$ cat src/rtl/lslf_ram.sv
`default_nettype none

module lslf_ram #(
	parameter int WIDTH = 48,
	parameter int DEPTH = 64,
	parameter int AW    = $clog2(DEPTH)
) (
	input  wire logic             clk,
	input  wire logic             wr_en,
	input  wire logic [AW-1:0]    wr_addr,
	input  wire logic [WIDTH-1:0] wr_data,
	input  wire logic             rd_en,
	input  wire logic [AW-1:0]    rd_addr,
	output logic      [WIDTH-1:0] rd_data
);

	logic [WIDTH-1:0] mem [DEPTH];

	always_ff @(posedge clk) begin
		if (wr_en) begin
			mem[wr_addr] <= wr_data;
		end
		if (rd_en) begin
			rd_data <= mem[rd_addr];
		end
	end

endmodule

`default_nettype wire

$ cat config.mk
export PLATFORM = sky130hd
export DESIGN_NAME = lslf_ram
export DESIGN_NICKNAME = d
export VERILOG_FILES = /design/src/rtl/lslf_ram.sv
export SDC_FILE = /design/constraint.sdc
export NUM_CORES = 2
export LEC_CHECK = 0
export BUFFER_PORTS_ARGS = -buffer_cell sky130_fd_sc_hd__buf_2
export CORE_AREA = 2 2 663 401
export CTS_BUF_LIST = sky130_fd_sc_hd__clkbuf_8
export CTS_CLUSTER_SIZE = 12
export DETAILED_ROUTE_END_ITERATION = 8
export DIE_AREA = 0 0 665 403
export PLACE_DENSITY = 0.7
export SYNTH_ARGS = -nofsm -noshare
export SYNTH_HDL_FRONTEND = slang
export SYNTH_SLANG_ARGS = --single-unit
export TNS_END_PERCENT = 50
$ cat constraint.sdc
create_clock -name clk -period 10.7 [get_ports clk]
set_input_delay 2.14 -clock clk [delete_from_list [all_inputs] [get_ports clk]]
set_output_delay 2.14 -clock clk [all_outputs]
set_load 0.01 [all_outputs]
; ---- After elaboration in Yosys (flattened, before gate mapping)
; Memories as Yosys holds them, arrays and structs flattened. A register that Yosys moved wholly into a read port is not among the register bits.
; Cells that the tools add are included.
[word_totals]
inputBits = 63
elab_cells = 3
ram_bits = 3072
register_bits = 0
n_memories = 1
[mem_list]
columns = name, depth, width, read_ports, rd_clocked_by_memory_dff, wr, line
row1 = mem, 64, 48, 1, 1, 1, 17  ; logic [WIDTH-1:0] mem [DEPTH];
[op_classes]
n_mux = 2
[ops]
columns = op, n
row1 = 1-bit 2-to-1 mux, 2

; ---- Depth between registers and ports, before layout
[depth]
depth_word = 2
ltp_mapped = 9
ltp_nobuf = 5

; ---- Least setup slack after synthesis
; Ideal clock, no wire load.
[synth_timing]
kind = in2reg
from = input wr_addr[3]
to = memory mem[48][0] (enable)
arrival_time_ns = 5.912
slack_ns = 4.275
cell_stages = 4
path_cell_list = clkbuf_1 > nor2b_1 > nand4b_1 > nor3_1
[synth_lines]
columns = element, line
row1 = start: declaration, 10  ; input wire logic [AW-1:0] wr_addr,
row2 = end: declaration, 17
; No word-level cell before the write port.

==> flow_metrics.py <==
metrics = {
    "critical_path": {
        "worst_setup_path_start_kind": "primary input",
        "r2r-end": "rd_data[32]$_DFFE_PP_",
        "critPathArrivalTime_ns": 5.75,
        "r2r_start": "mem[39][32]$_DFFE_PP_",
        "worstPathMaxFanout": 93,
        "end_kind": "register",
        "cp-startpoint": "rd_addr[2]",
        "worst-r2r-setup-slack_ns": 8.44,
        "worst_ep_required_time_ns": 11.38,
        "r2r_cells": 5,
        "crit_type": "in -> reg",
    },
    "yosys": {
        "synth-warning-count": 0,
        "synth-simple-area-share_pct": 0.9533,
        "syn_area_um2": 117600,
        "synth.top_cells.by_count": "edfxtp_1 (3120), mux4_2 (754), nor2_1 (132), o22ai_1 (122)",
        "yosysTopAreaCell": "edfxtp_1",
        "synth_top_family_by_area": "multiplexers",
        "avgSynthCellArea_um2": 23.66,
        "async_reset_ff_share_pct": 0,
        "ys_ff_latch": 3120,
        "postSynthCellCount": 4970,
        "synth_adder_area_share_pct": 0,
        "synth_edf_count": 3120,
        "yosys.area_share.xor_xnor_pct": 0,
        "synth_nets": 5033,
        "netlist-cell-type-count": 35,
        "synthTopCellsByArea": "edfxtp_1 (80%), mux4_2 (14%), o22ai_1 (0.65%), a221oi_1 (0.62%), mux2i_1 (0.54%)",
        "synth_mux_area_share_pct": 15.09,
        "synth_top_area_share_pct": 79.67,
        "ys.flop_type": "edfxtp_1",
        "synth_compound_area_share_pct": 3.012,
        "ys_seq_area_share_pct": 79.67,
        "yosysMostFrequentCell": "edfxtp_1",
    },
    "layout": {
        "fillers": 20350,
        "syn2layout_area_growth_pct": 10.51,
        "nets": 5428,
        "drive_above_1_share_pct": 28.04,
    },
    "min_path": {
        "hp-class": "reg -> reg",
        "whs_endpoint": "rd_data[14]$_DFFE_PP_",
        "min_path_cells": 5,
        "min_from": "mem[51][14]$_DFFE_PP_",
    },
    "floorplan": {
        "start_util_pct": 44.83,
        "fp.dieH_um": 403,
        "rows": 146,
        "io_pins": 111,
        "die_w_um": 665,
        "fp.coreArea_um2": 262300,
        "dieArea_um2": 268000,
    },
    "timing": {
        "rsz0062_at_grt": "no",
        "tns_ns": 0,
        "fin_skew_ns": 0.05746,
        "fin_crit_sh_pct": 47.38,
        "worst_pin_slew_ns": 1.326,
        "final-setup-viol-count": 0,
        "hold_viol_final": 0,
        "max_slew_margin_pct": 11.41,
        "whs_ns": 0.9221,
        "period_minus_slack_ns": 5.070,
        "fmax_ghz": 0.1973,
        "finalMaxSlewViolations": 0,
    },
    "global_routing": {
        "grt_pass1_vias": 56825,
        "grt_max_degree": 106,
        "antenna_found_initial": 35,
        "grt_overflow_total": 0,
        "groute.usage.overall_pct": 24.07,
        "grt_first_pass_wirelength_mm": 448.7,
    },
    "power": {
        "combinationalPowerShare_pct": 5.1,
        "ir_drop_v": 0.0001001,
        "power_switching_share_pct": 22.48,
        "switchingPower_uw": 5148,
        "seqPwrFrac_pct": 59.4,
        "internal-power_uw": 17750,
        "p_clk_share_pct": 35.5,
        "p_leak_uw": 0.04009,
        "powerDensity_nw_per_um2": 176.2,
    },
    "status": {
        "status": "complete, no violations",
    },
    "drt": {
        "vias_per_cell": 6.441,
        "drc": 0,
        "drt-total-wl_mm": 326.8,
        "wl_per_cell_um": 35.75,
        "ant_nets": 0,
        "firstDrtPassIters": 5,
        "dr.first_iter.drc_count": 9836,
        "vias": 58871,
    },
    "placement": {
        "port_buffers": 110,
        "dp_hpwl_mm": 177.2,
        "gp_congestion": 0.8061,
    },
    "clock_network": {
        "cts.repair.resized": 0,
        "cts.sinks": 3120,
        "cts_buffers": 416,
        "htree_levels": 5,
        "cts_hold_buffers": 0,
        "insertion_delay_ns": 1.03,
        "cts_root_buf": "clkbuf_8",
        "cts_setup_buffers": 0,
        "cts_tree": "done",
        "cts_buffer_depth": 4,
        "clk_pin_slew_ns": 0.07,
    },
    "flow_run": {
        "drv_cap": 0,
    },
}
==> placed cells by master, fill, tap and decap left out, drive strengths merged, types with 24 or more instances in the layout <==
| master | netlist | routed |
|---|---|---|
| o221ai | 28 | 28 |
| a221oi | 83 | 83 |
| nand2 | 55 | 55 |
| a22o | 57 | 57 |
| buf | 183 | 259 |
| nor2b | 24 | 24 |
| edfxtp | 3120 | 3120 |
| inv | 0 | 132 |
| a22oi | 72 | 72 |
| a21oi | 74 | 74 |
| clkbuf | 99 | 422 |
| mux4 | 754 | 754 |
| mux2i | 63 | 63 |
| clkinv | 0 | 136 |
| a211oi | 32 | 32 |
| nor2 | 132 | 132 |
| o22ai | 122 | 122 |
==> critical path, stage by stage <==
cell and delay, ns:
buf_8 0.47, buf_12 0.48, buf_4 0.81, nand2b_1 0.39, a211oi_1 0.33, a311oi_1 0.10, a311oi_1 0.56, a211oi_1 0.09
==> cell type report <==
type                       count  area [µm²]  area share [%]
antenna                        9       22.52         0.01733
clock buffer                 422        5808           4.469
clock inverter               284        1339           1.030
multi-input combinational   1568       22950           17.66
sequential                  3120       93690           72.09
tap                         3478        4352           3.349
timing repair buffer         259        1794           1.381
==> power by group through the flow <==
stage | registers (µW) | logic [µW] | clock network (µW)
after global routing | 13600 | 1220 | 8720
after global placement | 13900 | 1120 | 0
after CTS | 13600 | 1150 | 8220
after floorplan | 13800 | 647 | 0
after detailed placement | 13900 | 1140 | 0
final | 13600 | 1160 | 8140
==> metal layers <==
| metal | track usage (%) | routed length, µm |
|---|---|---|
| met1 | 36.96 | 130100 |
| met2 | 32.36 | 134500 |
| met3 | 9.034 | 53680 |
| met4 | 6.034 | 8397 |
| met5 | 0 | 107 |
==> through the flow <==
step	instance area (µm²)	utilization (%)	std cells	setup WS, ns	total power [µW]
global placement	122800	46.81	8425	4.760	14990
CTS	129900	49.53	9131	5.696	22970
floorplan	117600	-	4970	4.275	14490
finish	130000	49.54	9140	5.630	22900
global route	129900	49.53	9132	5.461	23550
detailed placement	122800	46.81	8425	4.637	15020
==> logic make-up (layout without fill, tap and decap cells) <==
kind of cell / after synthesis / in the layout
muxes: 829 / 829
buffers and inverters: 282 / 965
AOI/OAI and AO/OA: 486 / 486
DFF: 3120 / 3120
other: 0 / 9
and+or+nand+nor: 253 / 253
==> flip-flops by register name (all words and copies together), names as in the netlist <==
register,flops
mem,3072
rd_data,48
==> how the worst max path moves through the flow <==
stage	end	slack, ns	cells after the start
2_1_floorplan	mem[48][0]$_DFFE_PP_	4.28	4
3_3_place_gp	rd_data[2]$_DFFE_PP_	4.76	7
3_5_place_dp	rd_data[2]$_DFFE_PP_	4.64	7
4_1_cts	rd_data[2]$_DFFE_PP_	5.70	7
5_1_grt	rd_data[9]$_DFFE_PP_	5.46	7
6_report	rd_data[20]$_DFFE_PP_	5.63	8
Note: power is estimated with default switching activity, not from simulation.
